`src/design/dns_query_packet_classifier_core_defines.svh`:
```
// Assertion macros used by the classifier's output queue.
// They expect signals named clk and rst in the module that uses them.
`ifndef DNS_QUERY_PACKET_CLASSIFIER_CORE_DEFINES_SVH
`define DNS_QUERY_PACKET_CLASSIFIER_CORE_DEFINES_SVH

`define DNSQ_ASSERT_ALWAYS(lbl, cond, msg) \
  lbl: assert property (@(posedge clk) disable iff (rst) (cond)) else $error(msg);

`define DNSQ_ASSERT_IMPLY(lbl, pre, post, msg) \
  lbl: assert property (@(posedge clk) disable iff (rst) (pre) |-> (post)) else $error(msg);

`endif

```
`src/design/dnsq_pkg.sv`:
```
package dnsq_pkg;

  typedef enum logic [1:0] {
    PH_HEADER,
    PH_LEN,
    PH_CHARS,
    PH_TAIL
  } phase_t;

  localparam logic [2:0] V_OK     = 3'd0;
  localparam logic [2:0] V_NOTIP  = 3'd1;
  localparam logic [2:0] V_NOTUDP = 3'd2;
  localparam logic [2:0] V_PORT   = 3'd3;
  localparam logic [2:0] V_PARSE  = 3'd4;
  localparam logic [2:0] V_UNSUP  = 3'd5;

  localparam logic [5:0] POS_ETYPE_HI = 6'd12;
  localparam logic [5:0] POS_ETYPE_LO = 6'd13;
  localparam logic [5:0] POS_IHL      = 6'd14;
  localparam logic [5:0] POS_PROTO    = 6'd23;
  localparam logic [5:0] POS_IP_END   = 6'd33;
  localparam logic [5:0] POS_DPORT_HI = 6'd36;
  localparam logic [5:0] POS_DPORT_LO = 6'd37;
  localparam logic [5:0] POS_UDP_END  = 6'd41;
  localparam logic [5:0] POS_QDC_HI   = 6'd46;
  localparam logic [5:0] POS_QDC_LO   = 6'd47;
  localparam logic [5:0] POS_DNS_END  = 6'd53;
  localparam logic [5:0] POS_MIN_ETH  = 6'd14;

  localparam logic [15:0] ETHERTYPE_IPV4 = 16'h0800;
  localparam logic [3:0]  IHL_PLAIN      = 4'd5;
  localparam logic [15:0] PROTO_UDP      = 16'd17;
  localparam logic [15:0] QDCOUNT_ONE    = 16'd1;
  localparam logic [15:0] QTYPE_A        = 16'd1;
  localparam logic [15:0] QCLASS_IN      = 16'd1;

  localparam logic [7:0] LABEL_TOP_MASK = 8'hC0;
  localparam logic [7:0] LABEL_MAX      = 8'd63;
  localparam logic [7:0] CASE_OFFSET    = 8'd32;
  localparam logic [7:0] CHAR_DOT       = 8'h2E;
  localparam logic [8:0] QUESTION_FIXED = 9'd16;

  localparam int QDEPTH = 4;

  typedef struct packed {
    logic        kind;
    logic [7:0]  name_char;
    logic [2:0]  verdict;
    logic [15:0] query_type;
    logic [15:0] query_class;
    logic [7:0]  name_length;
    logic [8:0]  question_length;
    logic        last;
  } res_t;

  typedef struct packed {
    logic [1:0] n;
    res_t       a;
    res_t       b;
  } push_t;

endpackage

```
`src/design/dnsq_parser.sv`:
```
module dnsq_parser import dnsq_pkg::*; #(
  parameter int NAME_MAX    = 256,
  parameter int LABEL_SLOTS = 32
) (
  input  logic        clk,
  input  logic        rst,
  input  logic        step,
  input  logic [7:0]  data_byte,
  input  logic        last_byte,
  input  logic [15:0] udp_port,
  output push_t       push
);

  localparam int NCW = $clog2(NAME_MAX);
  localparam int LCW = $clog2(LABEL_SLOTS + 1);

  logic [5:0]     hdr_pos, hdr_pos_next;
  phase_t         phase, phase_next;
  logic [15:0]    field_shift, field_shift_next;
  logic [5:0]     label_rem, label_rem_next;
  logic [LCW-1:0] label_cnt, label_cnt_next;
  logic [NCW-1:0] name_cnt, name_cnt_next;
  logic [8:0]     bytes_used, bytes_used_next;
  logic [15:0]    type_seen, type_seen_next;
  logic [15:0]    class_seen, class_seen_next;
  logic [2:0]     dec_verdict, dec_verdict_next;
  logic           dec_flag, dec_flag_next;

  always_comb begin
    logic        name_full;
    logic [7:0]  ch;
    logic        emit;
    logic [7:0]  emit_char;
    logic [2:0]  v;
    res_t        chr;
    res_t        fin;

    hdr_pos_next     = hdr_pos;
    phase_next       = phase;
    field_shift_next = field_shift;
    label_rem_next   = label_rem;
    label_cnt_next   = label_cnt;
    name_cnt_next    = name_cnt;
    bytes_used_next  = bytes_used;
    type_seen_next   = type_seen;
    class_seen_next  = class_seen;
    dec_verdict_next = dec_verdict;
    dec_flag_next    = dec_flag;
    emit             = 1'b0;
    emit_char        = CHAR_DOT;
    name_full = ({1'b0, name_cnt} + (NCW+1)'(1)) >= (NCW+1)'(NAME_MAX);
    ch = data_byte;
    if (ch inside {[8'h41:8'h5A]}) begin
      ch = ch + CASE_OFFSET;
    end

    if (!dec_flag) begin
      case (phase)
        PH_HEADER: begin
          hdr_pos_next = hdr_pos + 6'd1;
          case (hdr_pos)
            POS_ETYPE_HI, POS_DPORT_HI, POS_QDC_HI, POS_PROTO: begin
              field_shift_next = {8'd0, data_byte};
            end
            POS_DPORT_LO, POS_QDC_LO: begin
              field_shift_next = {field_shift[7:0], data_byte};
            end
            POS_ETYPE_LO: begin
              if ({field_shift[7:0], data_byte} != ETHERTYPE_IPV4) begin
                dec_flag_next    = 1'b1;
                dec_verdict_next = V_NOTIP;
              end
            end
            POS_IHL: begin
              if (data_byte[3:0] != IHL_PLAIN) begin
                dec_flag_next    = 1'b1;
                dec_verdict_next = V_PARSE;
              end
            end
            POS_IP_END: begin
              if (field_shift != PROTO_UDP) begin
                dec_flag_next    = 1'b1;
                dec_verdict_next = V_NOTUDP;
              end
            end
            POS_UDP_END: begin
              if (field_shift != udp_port) begin
                dec_flag_next    = 1'b1;
                dec_verdict_next = V_PORT;
              end
            end
            POS_DNS_END: begin
              if (field_shift != QDCOUNT_ONE) begin
                dec_flag_next    = 1'b1;
                dec_verdict_next = V_UNSUP;
              end else begin
                phase_next = PH_LEN;
              end
            end
            default: begin
            end
          endcase
        end
        PH_LEN: begin
          if (label_cnt >= LCW'(LABEL_SLOTS)) begin
            dec_flag_next    = 1'b1;
            dec_verdict_next = V_PARSE;
          end else begin
            label_cnt_next  = label_cnt + LCW'(1);
            bytes_used_next = bytes_used + 9'd1;
            if (data_byte == 8'd0) begin
              phase_next     = PH_TAIL;
              label_rem_next = 6'd0;
            end else if ((data_byte & LABEL_TOP_MASK) != 8'd0 || data_byte > LABEL_MAX) begin
              dec_flag_next    = 1'b1;
              dec_verdict_next = V_PARSE;
            end else if (label_cnt != '0 && name_full) begin
              dec_flag_next    = 1'b1;
              dec_verdict_next = V_PARSE;
            end else begin
              if (label_cnt != '0) begin
                emit          = 1'b1;
                emit_char     = CHAR_DOT;
                name_cnt_next = name_cnt + NCW'(1);
              end
              label_rem_next = data_byte[5:0];
              phase_next     = PH_CHARS;
            end
          end
        end
        PH_CHARS: begin
          bytes_used_next = bytes_used + 9'd1;
          if (name_full) begin
            dec_flag_next    = 1'b1;
            dec_verdict_next = V_PARSE;
          end else begin
            emit           = 1'b1;
            emit_char      = ch;
            name_cnt_next  = name_cnt + NCW'(1);
            label_rem_next = label_rem - 6'd1;
            if (label_rem == 6'd1) begin
              phase_next = PH_LEN;
            end
          end
        end
        PH_TAIL: begin
          label_rem_next = label_rem + 6'd1;
          case (label_rem)
            6'd0: type_seen_next = {data_byte, 8'd0};
            6'd1: type_seen_next = {type_seen[15:8], data_byte};
            6'd2: class_seen_next = {data_byte, 8'd0};
            default: begin
              class_seen_next  = {class_seen[15:8], data_byte};
              bytes_used_next  = bytes_used + QUESTION_FIXED;
              dec_flag_next    = 1'b1;
              dec_verdict_next = (type_seen == QTYPE_A && class_seen_next == QCLASS_IN) ?
                                 V_OK : V_UNSUP;
            end
          endcase
        end
        default: begin
        end
      endcase
    end

    if (dec_flag_next) begin
      v = dec_verdict_next;
    end else if (phase_next == PH_HEADER && hdr_pos_next < POS_MIN_ETH) begin
      v = V_NOTIP;
    end else begin
      v = V_PARSE;
    end

    chr = '0;
    chr.name_char = emit_char;

    fin = '0;
    fin.kind            = 1'b1;
    fin.verdict         = v;
    fin.query_type      = type_seen_next;
    fin.query_class     = class_seen_next;
    fin.name_length     = 8'(name_cnt_next);
    fin.question_length = (v == V_OK || v == V_UNSUP) ? bytes_used_next : 9'd0;
    fin.last            = 1'b1;

    push.a = emit ? chr : fin;
    push.b = fin;
    push.n = 2'd0;
    if (step) begin
      push.n = 2'(emit) + 2'(last_byte);
    end

    if (last_byte) begin
      hdr_pos_next     = 6'd0;
      phase_next       = PH_HEADER;
      field_shift_next = 16'd0;
      label_rem_next   = 6'd0;
      label_cnt_next   = '0;
      name_cnt_next    = '0;
      bytes_used_next  = 9'd0;
      type_seen_next   = 16'd0;
      class_seen_next  = 16'd0;
      dec_verdict_next = V_OK;
      dec_flag_next    = 1'b0;
    end
  end

  always_ff @(posedge clk) begin
    if (rst) begin
      hdr_pos     <= 6'd0;
      phase       <= PH_HEADER;
      field_shift <= 16'd0;
      label_rem   <= 6'd0;
      label_cnt   <= '0;
      name_cnt    <= '0;
      bytes_used  <= 9'd0;
      type_seen   <= 16'd0;
      class_seen  <= 16'd0;
      dec_verdict <= V_OK;
      dec_flag    <= 1'b0;
    end else if (step) begin
      hdr_pos     <= hdr_pos_next;
      phase       <= phase_next;
      field_shift <= field_shift_next;
      label_rem   <= label_rem_next;
      label_cnt   <= label_cnt_next;
      name_cnt    <= name_cnt_next;
      bytes_used  <= bytes_used_next;
      type_seen   <= type_seen_next;
      class_seen  <= class_seen_next;
      dec_verdict <= dec_verdict_next;
      dec_flag    <= dec_flag_next;
    end
  end

endmodule

```
`src/design/dnsq_out_queue.sv`:
```
module dnsq_out_queue import dnsq_pkg::*; (
  input  logic  clk,
  input  logic  rst,
  input  push_t push,
  output logic  space,
  output logic  out_valid,
  input  logic  out_ready,
  output res_t  head
);

  `include "dns_query_packet_classifier_core_defines.svh"

  res_t       q [QDEPTH];
  res_t       q_next [QDEPTH];
  logic [2:0] cnt, cnt_next;
  logic       pop;
  logic [2:0] base;

  always_comb begin
    pop  = (cnt != 3'd0) && out_ready;
    base = pop ? cnt - 3'd1 : cnt;
    for (int i = 0; i < QDEPTH; i++) begin
      q_next[i] = q[i];
    end
    if (pop) begin
      for (int i = 0; i < QDEPTH - 1; i++) begin
        q_next[i] = q[i+1];
      end
    end
    for (int i = 0; i < QDEPTH; i++) begin
      if (push.n != 2'd0 && base == 3'(i)) begin
        q_next[i] = push.a;
      end
      if (push.n == 2'd2 && base + 3'd1 == 3'(i)) begin
        q_next[i] = push.b;
      end
    end
    cnt_next = cnt - 3'(pop) + 3'(push.n);
  end

  always_ff @(posedge clk) begin
    if (rst) begin
      cnt <= 3'd0;
    end else begin
      cnt <= cnt_next;
    end
  end

  always_ff @(posedge clk) begin
    for (int i = 0; i < QDEPTH; i++) begin
      q[i] <= q_next[i];
    end
  end

  assign space     = cnt <= 3'(QDEPTH - 2);
  assign out_valid = cnt != 3'd0;
  assign head      = q[0];

  `DNSQ_ASSERT_IMPLY(a_push_space, push.n != 2'd0, cnt <= 3'(QDEPTH - 2), "push without room")
  `DNSQ_ASSERT_IMPLY(a_pair_order, push.n == 2'd2, !push.a.kind && push.b.kind, "pair out of order")
  `DNSQ_ASSERT_IMPLY(a_head_last, cnt != 3'd0, q[0].kind == q[0].last, "verdict without last")
  `DNSQ_ASSERT_ALWAYS(a_cnt_bound, cnt <= 3'(QDEPTH), "queue count overflow")

endmodule

```
`src/design/dns_query_packet_classifier_core.sv`:
```
// A byte accepted into the input register is parsed once the result queue has room,
// and its results are written into the result queue, from which they can be taken.
// Throughput: one byte per cycle while the result queue has room; a frame's last byte
// that also emits a name character or dot gives two beats, which the four-entry result
// queue absorbs.
// Reset (rst, synchronous): frame state and the result queue clear, udp_port is 53.
module dns_query_packet_classifier_core import dnsq_pkg::*; #(
  parameter int NAME_MAX    = 256,
  parameter int LABEL_SLOTS = 32
) (
  input  logic        clk,
  input  logic        rst,
  input  logic        in_valid,
  output logic        in_ready,
  input  logic [7:0]  data_byte,
  input  logic        last_byte,
  input  logic        cfg_valid,
  output logic        cfg_ready,
  input  logic [15:0] cfg_data,
  output logic        out_valid,
  input  logic        out_ready,
  output logic        kind,
  output logic [7:0]  name_char,
  output logic [2:0]  verdict,
  output logic [15:0] query_type,
  output logic [15:0] query_class,
  output logic [7:0]  name_length,
  output logic [8:0]  question_length,
  output logic        last
);

  logic [15:0] udp_port;
  logic        ivalid;
  logic [7:0]  ibyte;
  logic        ilast;
  logic        space;
  logic        fire;
  push_t       push;
  res_t        head;

  assign cfg_ready = 1'b1;

  always_ff @(posedge clk) begin
    if (rst) begin
      udp_port <= 16'd53;
    end else if (cfg_valid) begin
      udp_port <= cfg_data;
    end
  end

  assign fire     = ivalid && space;
  assign in_ready = !ivalid || fire;

  always_ff @(posedge clk) begin
    if (rst) begin
      ivalid <= 1'b0;
    end else if (in_ready) begin
      ivalid <= in_valid;
    end
  end

  always_ff @(posedge clk) begin
    if (in_valid && in_ready) begin
      ibyte <= data_byte;
      ilast <= last_byte;
    end
  end

  dnsq_parser #(
    .NAME_MAX    (NAME_MAX),
    .LABEL_SLOTS (LABEL_SLOTS)
  ) u_parser (
    .clk       (clk),
    .rst       (rst),
    .step      (fire),
    .data_byte (ibyte),
    .last_byte (ilast),
    .udp_port  (udp_port),
    .push      (push)
  );

  dnsq_out_queue u_queue (
    .clk       (clk),
    .rst       (rst),
    .push      (push),
    .space     (space),
    .out_valid (out_valid),
    .out_ready (out_ready),
    .head      (head)
  );

  assign kind            = head.kind;
  assign name_char       = head.name_char;
  assign verdict         = head.verdict;
  assign query_type      = head.query_type;
  assign query_class     = head.query_class;
  assign name_length     = head.name_length;
  assign question_length = head.question_length;
  assign last            = head.last;

endmodule

```
`config.mk`:
```
export PLATFORM = sky130hd
export DESIGN_NAME = dns_query_packet_classifier_core
export DESIGN_NICKNAME = d
export VERILOG_FILES = /design/src/design/dnsq_pkg.sv /design/src/design/dnsq_parser.sv /design/src/design/dnsq_out_queue.sv /design/src/design/dns_query_packet_classifier_core.sv
export VERILOG_INCLUDE_DIRS = /design/src /design/src/design
export SDC_FILE = /design/constraint.sdc
export NUM_CORES = 1
export LEC_CHECK = 0
export BUFFER_PORTS_ARGS = -buffer_cell sky130_fd_sc_hd__buf_2
export CAP_MARGIN = 25
export CORE_MARGIN = 1
export CORE_UTILIZATION = 32
export CTS_CLUSTER_DIAMETER = 120
export CTS_CLUSTER_SIZE = 12
export DETAILED_ROUTE_END_ITERATION = 10
export GPL_TIMING_DRIVEN = 0
export PLACE_DENSITY = 0.57
export SYNTH_ARGS = -nofsm -noshare
export SYNTH_HDL_FRONTEND = slang
export SYNTH_SLANG_ARGS = --single-unit
export TNS_END_PERCENT = 1
```
`constraint.sdc`:
```
create_clock -name clk -period 20.9 [get_ports clk]
set_clock_uncertainty 0.05 [all_clocks]
set_input_delay 1.045 -clock clk [delete_from_list [all_inputs] [get_ports clk]]
set_output_delay 1.045 -clock clk [all_outputs]
set_load 0.02 [all_outputs]
```
Word level (Yosys, flattened, before mapping) --
Memory sizes are Yosys's and may differ from the RTL's. Index checks and enable logic that the tools add are counted.
Operators by class: multiplexer cells 110, reductions and logical operators 41, equality and inequality tests 37, $lt $le $gt $ge 7, $add $sub $neg 14
Operators with widths (count):
- two-way mux 62 bit | 9
- two-way mux 186 bit | 1
- two-way mux 16 bit | 9
- two-way mux 8 bit | 12
- case mux 16 bit (2 select lines) | 3
- two-way mux 6 bit | 14
- two-way mux 3 bit | 17
- two-way mux 9 bit | 5
- == test 6 bit, second input constant | 7
- == test 16 x 1 -> 1 bit, second input constant | 2
- case mux 9 bit (3 select lines) | 1
- two-way mux 2 bit | 11
- two-way mux 1 bit | 20
- adder 6 x 1 -> 6 bit, second input constant | 3
- == test 6 x 4 -> 1 bit, second input constant | 3
- case mux 6 bit (3 select lines) | 1
- != test 16 x 1 -> 1 bit, second input constant | 1
- != test 16 x 12 -> 1 bit, second input constant | 1
- != test 16 bit | 1
- != test 16 x 5 -> 1 bit, second input constant | 1
- case mux 8 bit (2 select lines) | 1
- logical AND 1 bit | 15
- case mux 3 bit (5 select lines) | 1
- == test 3 x 2 -> 1 bit, second input constant | 4
- other kinds (49) | 66
Word-level totals: memory bits (writable) 248, input port bits 30, memories 1, flip-flop bits (word level) 118
Memories:
- u_queue.q | words 4, width 62, read ports 4, clocked after Yosys merged registers in 0, wr ports 4, line dnsq_out_queue.sv:13 | res_t q [QDEPTH];

Longest topological paths before layout --
Gate-level depths: netlist (run 1).
word-level depth 19, gate-level depth with buffers 18, depth with buffers taken out 15

Cells and area by module --
A second synthesis (run 1) with hierarchy kept.
Second synthesis, totals: cells, all modules 1955, area total of the unflattened synthesis 20136.8 µm²
By module, submodules not included:
- dnsq_out_queue | cells an instance 992, seq. area each 7507.2 µm², times used 1, area an instance 12445.7 µm²
- dnsq_parser | cells an instance 894, seq. area each 1781.7 µm², times used 1, area an instance 6771.5 µm²
- dns_query_packet_classifier_core | cells an instance 69, seq. area each 610.6 µm², times used 1, area an instance 919.6 µm²

Worst setup path before layout (run 1) --
OpenSTA, ideal clock, no wires.
path type register to register, start register, netlist name ibyte[5], end memory u_queue.q[3][10] in the netlist's numbering (enable), data arrival time 6.729 ns, required time 20.316 ns, setup slack 13.587 ns, clock period less this slack 7.313 ns, cell stages (with the launch flop) 14, cell sequence edfxtp_1 > buf_6 > or3_4 > or4_4 > a31oi_2 > or3_1 > buf_6 > inv_2 > buf_6 > ha_1 > nand4b_1 > or2_2 > clkbuf_1 > o21ai_0
RTL lines (line):
- end: declaration | dnsq_out_queue.sv:13

==> reports/qor.yml, run 1 <==
setup_path:
  cp.required_ns: 21.08
  cp-start-kind: "register"
  reg2reg_to: "u_queue.q[1][36]$_DFFE_PP_"
  rr_startpoint: "ibyte[5]$_DFFE_PP_"
  ff2ff_setup_slack_ns: 15.21
  worstSetupPathType: "reg -> reg"
  critPathMaxFanout: 40
  reg2regPathDepth: 18
  crit_path_end_kind: "register"
  arrival_ns: 5.87
synth:
  ys_seq_area_share_pct: 54.2
  synth_fp_nets: 1730
  synth_area_um2: 17400
  synth-edff-count: 217
  postSynthCellCount: 1672
  syn_area_per_cell_um2: 10.4
  ys_seq_elements: 362
  synthFlopType: "edfxtp_1"
  synth_cell_types: 83
  synth_warnings: 0
  async_flop_share_pct: 0
routing:
  num_vias: 13600
  dr.pass1.iters: 5
  drcViolationCount: 0
  ant_nets: 0
  drtIter0Drc: 950
  viasPerCell: 5.39
  wirelength_mm: 48.6
  wire_per_inst_um: 19.2
hold_path:
  hold_end: "u_queue.q[3][0]$_SDFFE_PP1P_"
  min_from: "u_queue.q[3][0]$_SDFFE_PP1P_"
  min_path_cells: 2
  hold_class: "reg -> reg"
die:
  die_x_um: 235
  fp-row-count: 85
  dieArea_um2: 55200
  core_um2: 53700
  start_util_pct: 32.3
  die_h_um: 235
  io_pins: 95
pwr:
  power.density_nw_per_um2: 105
  vdd_ir_drop_max_mv: 0.0466
  p_leak_nw: 7.02
final_layout:
  seqCellArea_um2: 9420
  multiInputGateArea_um2: 7270
  nFillCells: 5330
  drive_above_1_share_pct: 11.5
  nets: 1866
  syn2layout_area_growth_pct: 14.3
  antenna-diode-count: 0
placed_design:
  gp_congestion: 0.924
  port_buffers: 92
  dp_hpwl_mm: 35.5
clock_network:
  clockBufferDepth: 3
  cts_tree: "yes"
  htree_levels: 2
  postCtsSetupBuffers: 0
  cts.clk_slew.worst_paths_ns: 0.06
  clock_latency_ns: 0.55
  numCtsBuffers: 36
  cts_sinks: 362
  ctsHoldBuffers: 0
  cts-resized-gates: 0
  cts-root-buf: "clkbuf_16"
sta:
  setup_tns_ns: 0
  maxSlewHeadroom_pct: 33.5
  finalCritPeriodShare_pct: 27.2
  fmax_ghz: 0.176
  layout_min_cycle_time_ns: 5.69
  fin_hold_ws_ns: 0.400
  hold_viol: 0
  setup_viol: 0
  slew_violations: 0
  rsz0062_at_grt: "false"
  max_slew.worst_pin.slew_ns: 0.987
grt:
  grt_pass1_wl_mm: 76.4
  gr-total-overflow: 0
  antenna_found_initial: 0
  grt_pass1_vias: 13200
  grt_max_degree: 42
  track_usage_pct: 17.5
flow_run:
  drv_cap: 0
outcome:
  status: "complete, no violations"
## worst max-delay path by stage
| stage | start | end | slack (ns) | cells past startpoint |
|---|---|---|---|---|
| 3_5_place_dp | ibyte[5]$_DFFE_PP_ | u_queue.q[1][46]$_DFFE_PP_ | 15.27 | 18 |
| 5_1_grt | ibyte[5]$_DFFE_PP_ | u_queue.q[1][46]$_DFFE_PP_ | 14.84 | 18 |
| 2_1_floorplan | ibyte[5]$_DFFE_PP_ | u_queue.q[3][10]$_DFFE_PP_ | 13.59 | 13 |
| 6_report | ibyte[5]$_DFFE_PP_ | u_queue.q[1][36]$_DFFE_PP_ | 15.21 | 18 |
| 4_1_cts | ibyte[5]$_DFFE_PP_ | u_queue.q[1][21]$_DFFE_PP_ | 15.23 | 18 |
| 3_3_place_gp | ibyte[5]$_DFFE_PP_ | u_queue.q[3][45]$_DFFE_PP_ | 11.23 | 13 |
## cell type report
class | count | area share, %
Sequential cell | 362 | 47.4
Multi-Input combinational cell | 1152 | 36.6
Clock buffer | 60 | 5.10
Tap cell | 696 | 4.39
Buffer | 132 | 3.05
Timing Repair Buffer | 98 | 2.80
Inverter | 26 | 0.491
Clock inverter | 3 | 0.145
## registers in the layout, summed over array words and instances, names as in the netlist, 2 cells and up
signal / cells
u_parser.phase: 2
u_parser.field_shift: 16
u_parser.dec_verdict: 3
u_parser.hdr_pos: 6
ibyte: 8
u_parser.label_rem: 6
u_queue.cnt: 3
u_queue.q: 244
u_parser.bytes_used: 9
udp_port: 16
u_parser.class_seen: 16
u_parser.type_seen: 16
u_parser.name_cnt: 8
u_parser.label_cnt: 6
## synthesized netlist by cell type, types with 24 or more instances
master | count | area [um^2]
nor2_1 | 188 | 706
a22oi_1 | 55 | 413
o21ai_0 | 78 | 390
nor3_1 | 26 | 130
a311oi_1 | 25 | 219
nand3_1 | 31 | 155
a22o_1 | 145 | 1270
ha_1 | 27 | 338
a21oi_1 | 55 | 275
clkbuf_1 | 97 | 364
and2_1 | 49 | 307
dfxtp_1 | 145 | 2900
edfxtp_1 | 217 | 6520
o31ai_1 | 24 | 180
nand2_1 | 188 | 706
## through the flow
stage	power, mW	utilization [%]	instances	worst slack (ns)	area, um^2
after floorplan	1.33	-	1672	13.59	17400
after global placement	1.49	34.8	2460	11.23	18700
after detailed placement	1.50	35.0	2465	15.27	18800
after CTS	2.11	37.0	2528	15.23	19900
after global routing	2.19	37.0	2529	14.84	19900
final	2.08	37.0	2529	15.21	19900
## cell families after synthesis
kind of cell	share of synthesized area [%]
AND/OR/NAND/NOR	16.2
AO/OA/AOI/OAI	20.6
flip-flops	54.2
buffers and inverters	4.05
adder cells (fa/ha/maj)	2.06
XOR/XNOR	1.40
multiplexers	1.40
other	0.0216
## layer usage
layer	part of all wire, %	GRT usage (%)
met5	0	0
met4	2.4	5.20
met2	48	29.7
met1	44	22.7
met3	5.8	2.89
## worst max-delay path: stages, from the launching register on
cell,delay [ns]
edfxtp_1,0.43
buf_6,0.19
or3_4,0.40
or4_4,0.49
a31oi_2,0.32
or3_1,0.18
buf_6,0.14
inv_2,0.05
buf_6,0.14
ha_1,0.33
nand4b_1,0.24
or2_2,0.32
clkbuf_1,0.24
nor2_2,0.47
nor2_1,0.21
buf_6,0.20
clkbuf_1,0.22
nand2_2,0.42
buf_12,0.28
## cells in the final DEF, fill, tap and decap left out, drive strengths merged, types with 15 or more instances in the layout
master    n
a22oi    55
o21ai    83
nor2    189
xnor2    20
edfxtp  217
a311oi   25
nor4     19
and2     49
nand3    31
a21oi    55
a31oi    15
nor3     26
inv      27
a22o    145
nand2   188
ha       27
and3     18
clkbuf  157
buf     133
o31ai    35
dfxtp   145
mux2i    22
## power by group
part	switching (mW)	internal (mW)
clock network	0.271	0.332
logic	0.321	0.169
registers	0.0475	0.944
No activity file was read; power rests on OpenSTA's default activity.
==> run 2: changes to the inputs <==
==> constraint.sdc (replaced) <==
create_clock -name clk -period 5.6 [get_ports clk]
set_clock_uncertainty 0.05 [all_clocks]
set_input_delay 0.28 -clock clk [delete_from_list [all_inputs] [get_ports clk]]
set_output_delay 0.28 -clock clk [all_outputs]
set_load 0.02 [all_outputs]
==> reports/qor.yml, run 2 (synthesis results as in run 1) <==
clock_network:
  cts.clk_slew.worst_paths_ns: 0.06  # about the same
  cts_sinks: 362  # unchanged
  cts_tree: "yes"
  htree_levels: 2  # unchanged
  clock_latency_ns: 0.55  # about the same
  cts-root-buf: "clkbuf_16"
  clockBufferDepth: 3  # unchanged
  numCtsBuffers: 36  # unchanged
final_layout:
  drive_above_1_share_pct: 11.5  # +0.036 points
  top_register: "u_queue.q"
  mostFrequentLayoutCells: "edfxtp_1, nor2_1, nand2_1"
  antenna-diode-count: 0  # unchanged
  layout_commonest_cell: "edfxtp_1"
  syn2layout_area_growth_pct: 16.0
  nets: 1895  # +1.6%
  design_area_um2: 20200  # +1.5%
  fin_util_pct: 37.5  # +0.55 points
  largest_reg_flops: 244  # unchanged
sta:
  finalCritPeriodShare_pct: 96.0  # +69 points
  slew_violations: 0  # unchanged
  max_slew.worst_pin.slew_ns: 1.02  # +0.0356 ns
  setup_viol: 0  # unchanged
  worst_slack_ns: 0.224  # -14.98 ns
  hold_viol: 0  # unchanged
  rsz0062_at_grt: "false"
  layout_min_cycle_time_ns: 5.38  # -0.319 ns
  fmax_ghz: 0.186  # +5.9%
  fin_hold_ws_ns: 0.0401  # -0.359 ns
  maxSlewHeadroom_pct: 31.2  # -2.3 points
setup_path:
  cp-start-kind: "register"
  cpMostUsedCell: "buf_6"
  crit_path_end_kind: "register"
  slowest_delay_ns: 0.55  # +0.06 ns
  worstSetupPathType: "reg -> reg"
  arrival_ns: 5.60  # -0.27 ns
  path_cells: "buf_6 -> or3_4 -> or4_4 -> a31oi_2 -> or3_1 -> buf_6 -> inv_2 -> buf_6 -> ha_1 -> o2111ai_1 -> nand2b_1 -> nor2b_1 -> clkbuf_1 -> clkbuf_1 -> nand2_2 -> buf_12"
  slowest_stage: "clkbuf_1"
  cp.required_ns: 5.82  # -15.26 ns
  critPathMaxFanout: 37  # -7.5%
die:
  die_h_um: 235  # unchanged
  core_um2: 53700  # unchanged
  die_x_um: 235  # unchanged
  fp-row-count: 85  # unchanged
  io_pins: 95  # unchanged
  start_util_pct: 32.3  # unchanged
  dieArea_um2: 55200  # unchanged
pwr:
  vdd_ir_drop_max_mv: 0.172  # +270%
  power.density_nw_per_um2: 388  # +270%
  p_leak_nw: 7.15  # +1.8%
routing:
  wirelength_mm: 49.0  # +0.82%
  ant_nets: 0  # unchanged
  drtIter0Drc: 1192  # +25%
  num_vias: 13800  # +1.3%
  drcViolationCount: 0  # unchanged
  viasPerCell: 5.39  # +0.14%
  wire_per_inst_um: 19.1  # -0.32%
  dr.pass1.iters: 7  # +2
outcome:
  status: "complete, no violations"
grt:
  antenna_found_initial: 0  # unchanged
  grt_max_degree: 42  # unchanged
  grt_pass1_wl_mm: 76.5  # about the same
  track_usage_pct: 17.4  # -0.062 points
  gr-total-overflow: 0  # unchanged
  grt_pass1_vias: 13300  # +0.76%
placed_design:
  port_buffers: 92  # unchanged
  pre_cts_ws_ns: 0.00507  # -15.26 ns
  placed_area_um2: 18800  # unchanged
  dp_hpwl_mm: 35.4  # -0.33%
  gp_congestion: 0.923  # about the same
hold_path:
  hold_class: "in -> reg"
flow_run:
  drv_cap: 0  # unchanged
[run 2: cell types whose count changed in the layout (fill, tap and decap cells not counted), sizes merged]
cell | previous run | this run
dlygate4sd3 | 0 | 26
buf | 133 | 136
[run 2: cell type report]
class,count,area (um^2)
buffer,132,607
clock buffer,60,1010
clock inverter,3,28.8
fill,5248,33600
inverter,26,97.6
multi-input combinational,1152,7280
sequential,362,9420
tap,696,871
timing repair buffer,127,840
[run 2: path summary, 6_finish.rpt]
path / startpoint / end / slack (ns) / depth (start not counted)
worst max-delay path: ibyte[5]$_DFFE_PP_ / u_queue.q[2][45]$_DFFE_PP_ / 0.22 / 16
worst min register to register: u_queue.q[3][0]$_SDFFE_PP1P_ / u_queue.q[3][0]$_SDFFE_PP1P_ / 0.40 / 2
worst max register to register: ibyte[5]$_DFFE_PP_ / u_queue.q[2][45]$_DFFE_PP_ / 0.22 / 16
worst min-delay path: cfg_valid / udp_port[4]$_SDFFE_PP1P_ / 0.04 / 3
[run 2: what timing repair did]
| action | CTS | global route |
|---|---|---|
| setup buffers | 0 | 3 |
| gates cloned | 0 | 0 |
| endpoints found under the setup margin | 38 | 58 |
| gates resized for setup | 1 | 3 |
| endpoints found under the hold margin | 26 | 0 |
| hold buffers | 26 | 0 |
[run 2: report_power, final]
group          total [mW]  internal [mW]  leakage, nW  switching (mW)
clock                2.25           1.24        0.498            1.01
sequential           3.70           3.52         3.30           0.174
combinational        1.87          0.652         3.35            1.21
[run 2: through the flow]
step	power, mW	cells	TNS, ns
2_1_floorplan	4.98	1672	0
3_3_place_gp	5.55	2460	-197.34
3_5_place_dp	5.60	2465	0
4_1_cts	7.88	2554	0
5_1_grt	8.18	2558	0
6_report	7.81	2558	0
[run 2: worst max-delay path, delay by kind of cell (launching register included)]
| kind | cells | cell delay (ns) |
|---|---|---|
| simple gates | 6 | 1.83 |
| flops | 1 | 0.43 |
| fa+ha+maj | 1 | 0.33 |
| buf+inv | 7 | 1.82 |
| compound gates | 2 | 0.60 |
[run 2: per-layer routing]
| metal | up-vias | global-route usage, % | routed length [um] |
|---|---|---|---|
| li1 | 6573 | - | - |
| met1 | 6706 | 22.8 | 21600 |
| met2 | 434 | 29.6 | 23400 |
| met3 | 81 | 2.28 | 2540 |
| met4 | 0 | 5.60 | 1420 |
| met5 | - | 0 | 0 |
==> run 3: changes to the inputs <==
--- a/config.mk
+++ b/config.mk
@@ -9,12 +9,12 @@
 export BUFFER_PORTS_ARGS = -buffer_cell sky130_fd_sc_hd__buf_2
 export CAP_MARGIN = 25
 export CORE_MARGIN = 1
-export CORE_UTILIZATION = 32
+export CORE_UTILIZATION = 61
 export CTS_CLUSTER_DIAMETER = 120
 export CTS_CLUSTER_SIZE = 12
 export DETAILED_ROUTE_END_ITERATION = 10
 export GPL_TIMING_DRIVEN = 0
-export PLACE_DENSITY = 0.57
+export PLACE_DENSITY = 0.9
 export SYNTH_ARGS = -nofsm -noshare
 export SYNTH_HDL_FRONTEND = slang
 export SYNTH_SLANG_ARGS = --single-unit
==> reports/qor.yml, run 3 (synthesis results as in run 1) <==
clock_network:
  cts.clk_slew.worst_paths_ns: 0.06  # about the same
  numCtsBuffers: 36  # unchanged
  postCtsSetupBuffers: 0  # unchanged
  cts_tree: "yes"
  clock_latency_ns: 0.54  # about the same
  clockBufferDepth: 3  # unchanged
  cts_sinks: 362  # unchanged
  cts-root-buf: "clkbuf_16"
  htree_levels: 2  # unchanged
grt:
  gr-total-overflow: 0  # unchanged
  grt_pass1_vias: 13400  # +0.68%
  grt_pass1_wl_mm: 71.2  # -6.9%
  grt_max_degree: 47  # +12%
  antenna_found_initial: 0  # unchanged
  track_usage_pct: 31.5  # +14 points
setup_path:
  cp-endpoint: "u_queue.q[1][42]$_DFFE_PP_"
  reg2regPathDepth: 17  # +1
  cp.required_ns: 5.81  # about the same
  cp_num_buf_inv: 7  # unchanged
  cpMostUsedCell: "buf_6"
  cp-start-kind: "register"
  reg2reg_to: "u_queue.q[1][42]$_DFFE_PP_"
  ff2ff_setup_slack_ns: 0.35  # +0.12 ns
  crit_path_end_kind: "register"
  slowest_delay_ns: 0.49  # -0.06 ns
  startpoint: "ibyte[5]$_DFFE_PP_"
  critPathMaxFanout: 44  # +19%
  worstSetupPathType: "reg -> reg"
  slowest_stage: "or4_4"
  path_cells: "buf_6 -> or3_4 -> or4_4 -> a31oi_2 -> or3_1 -> buf_6 -> inv_2 -> buf_6 -> ha_1 -> nand4b_1 -> or2_2 -> clkbuf_1 -> nor2_4 -> nor2_4 -> clkbuf_1 -> nand2_2 -> buf_12"
  rr_startpoint: "ibyte[5]$_DFFE_PP_"
  path_delay_family: "simple AND/OR/NAND/NOR gates"
  arrival_ns: 5.46  # -0.14 ns
  crit_cells: 17  # +1
routing:
  wire_per_inst_um: 20.4  # +6.5%
  ant_nets: 0  # unchanged
  wirelength_mm: 45.6  # -7.0%
  num_vias: 14500  # +5.2%
  viasPerCell: 6.49  # +20%
  drcViolationCount: 0  # unchanged
  dr.pass1.iters: 7  # unchanged
  drtIter0Drc: 1827  # +53%
final_layout:
  nets: 1890  # -0.26%
  syn2layout_area_growth_pct: 13.5
  largest_reg_flops: 244  # unchanged
  fin_util_pct: 70.6  # +33 points
  top_register: "u_queue.q"
  drive_above_1_share_pct: 11.3  # -0.24 points
  fin_cells: 2235  # -13%
  antenna-diode-count: 0  # unchanged
  mostFrequentLayoutCells: "edfxtp_1, nor2_1, nand2_1"
  layout_commonest_cell: "edfxtp_1"
placed_design:
  dp_hpwl_mm: 31.4  # -11%
  dp_cells: 2146  # -13%
  gp_congestion: 1.01  # +9.4%
  port_buffers: 92  # unchanged
sta:
  fin_hold_ws_ns: 0.0805  # +0.0403 ns
  max_slew.worst_pin.slew_ns: 1.08  # +0.0600 ns
  finalCritPeriodShare_pct: 93.8  # -2.2 points
  maxSlewHeadroom_pct: 27.2  # -4.1 points
  slew_violations: 0  # unchanged
  layout_min_cycle_time_ns: 5.25  # -0.123 ns
  setup_viol: 0  # unchanged
  rsz0062_at_grt: "false"
  fmax_ghz: 0.190  # +2.4%
  hold_viol: 0  # unchanged
hold_path:
  hold_class: "in -> reg"
pwr:
  vdd_ir_drop_max_mv: 0.202  # +17%
  power.density_nw_per_um2: 393  # +1.4%
  p_leak_nw: 7.12  # -0.39%
die:
  dieArea_um2: 29200  # -47%
  io_pins: 95  # unchanged
  start_util_pct: 62.2  # +30 points
  fp-row-count: 61  # -28%
  die_x_um: 171  # -27%
  die_h_um: 171  # -27%
  core_um2: 27900  # -48%
flow_run:
  drv_cap: 0  # unchanged
outcome:
  status: "complete, no violations"
## run 3: changes by cell type in the layout (fill, tap and decap cells not counted), sizes merged
cell    previous run  this run
inv               27        25
clkbuf           157       156
clkinv             2         5
buf              136       131
## run 3: cell type report
cell class / count / area (um^2)
sequential: 362 / 9420
timing repair buffer: 122 / 801
inverter: 26 / 97.6
fill: 1986 / 8210
multi-input combinational: 1152 / 7280
buffer: 132 / 606
clock inverter: 4 / 60.1
clock buffer: 59 / 987
tap: 378 / 473
## run 3: worst min path at each step
| stage | startpoint | endpoint | slack (ns) | cells past startpoint |
|---|---|---|---|---|
| 2_1_floorplan | data_byte[0] | ibyte[0]$_DFFE_PP_ | 0.33 | 0 |
| 3_3_place_gp | u_queue.q[3][0]$_SDFFE_PP1P_ | u_queue.q[3][0]$_SDFFE_PP1P_ | 0.38 | 2 |
| 3_5_place_dp | u_queue.q[3][0]$_SDFFE_PP1P_ | u_queue.q[3][0]$_SDFFE_PP1P_ | 0.40 | 2 |
| 4_1_cts | cfg_valid | udp_port[4]$_SDFFE_PP1P_ | 0.03 | 3 |
| 5_1_grt | cfg_valid | udp_port[4]$_SDFFE_PP1P_ | 0.08 | 3 |
| 6_report | cfg_valid | udp_port[4]$_SDFFE_PP1P_ | 0.08 | 3 |
## run 3: repair_timing
action / 4_1_cts / 5_1_grt
resized for setup: 0 / 3
hold endpoints to repair: 26 / 0
hold buffers: 26 / 0
endpoints found under the setup margin: 0 / 52
## run 3: tightest hold or removal path, stage by stage
cell,delay [ns]
buf_2,0.10
nor2b_1,0.11
a211o_1,0.13
## run 3: through the flow
step / TNS (ns) / cell area [um^2] / setup slack (ns) / total power, mW
detailed placement: 0 / 18400 / 0.0381 / 5.53
global placement: -110.35 / 18300 / -0.945 / 5.42
finish: 0 / 19700 / 0.348 / 7.75
CTS: 0 / 19700 / 0.0270 / 7.73
floorplan: 0 / 17400 / 0.316 / 4.98
global route: 0 / 19700 / 0.130 / 8.07
## run 3: metal layers
metal / track usage (%) / up-vias / routed length [um]
met2: 51.2 / 876 / 21100
met3: 4.28 / 150 / 4180
li1: - / 6562 / -
met4: 15.2 / 0 / 2170
met5: 0 / - / 0
met1: 41.7 / 6921 / 18100
## run 3: report_power, final
| part | internal, mW | total [mW] | leakage [nW] | switching, mW |
|---|---|---|---|---|
| Sequential | 3.52 | 3.71 | 3.30 | 0.187 |
| Combinational | 0.642 | 1.83 | 3.32 | 1.19 |
| Clock | 1.22 | 2.21 | 0.498 | 0.997 |
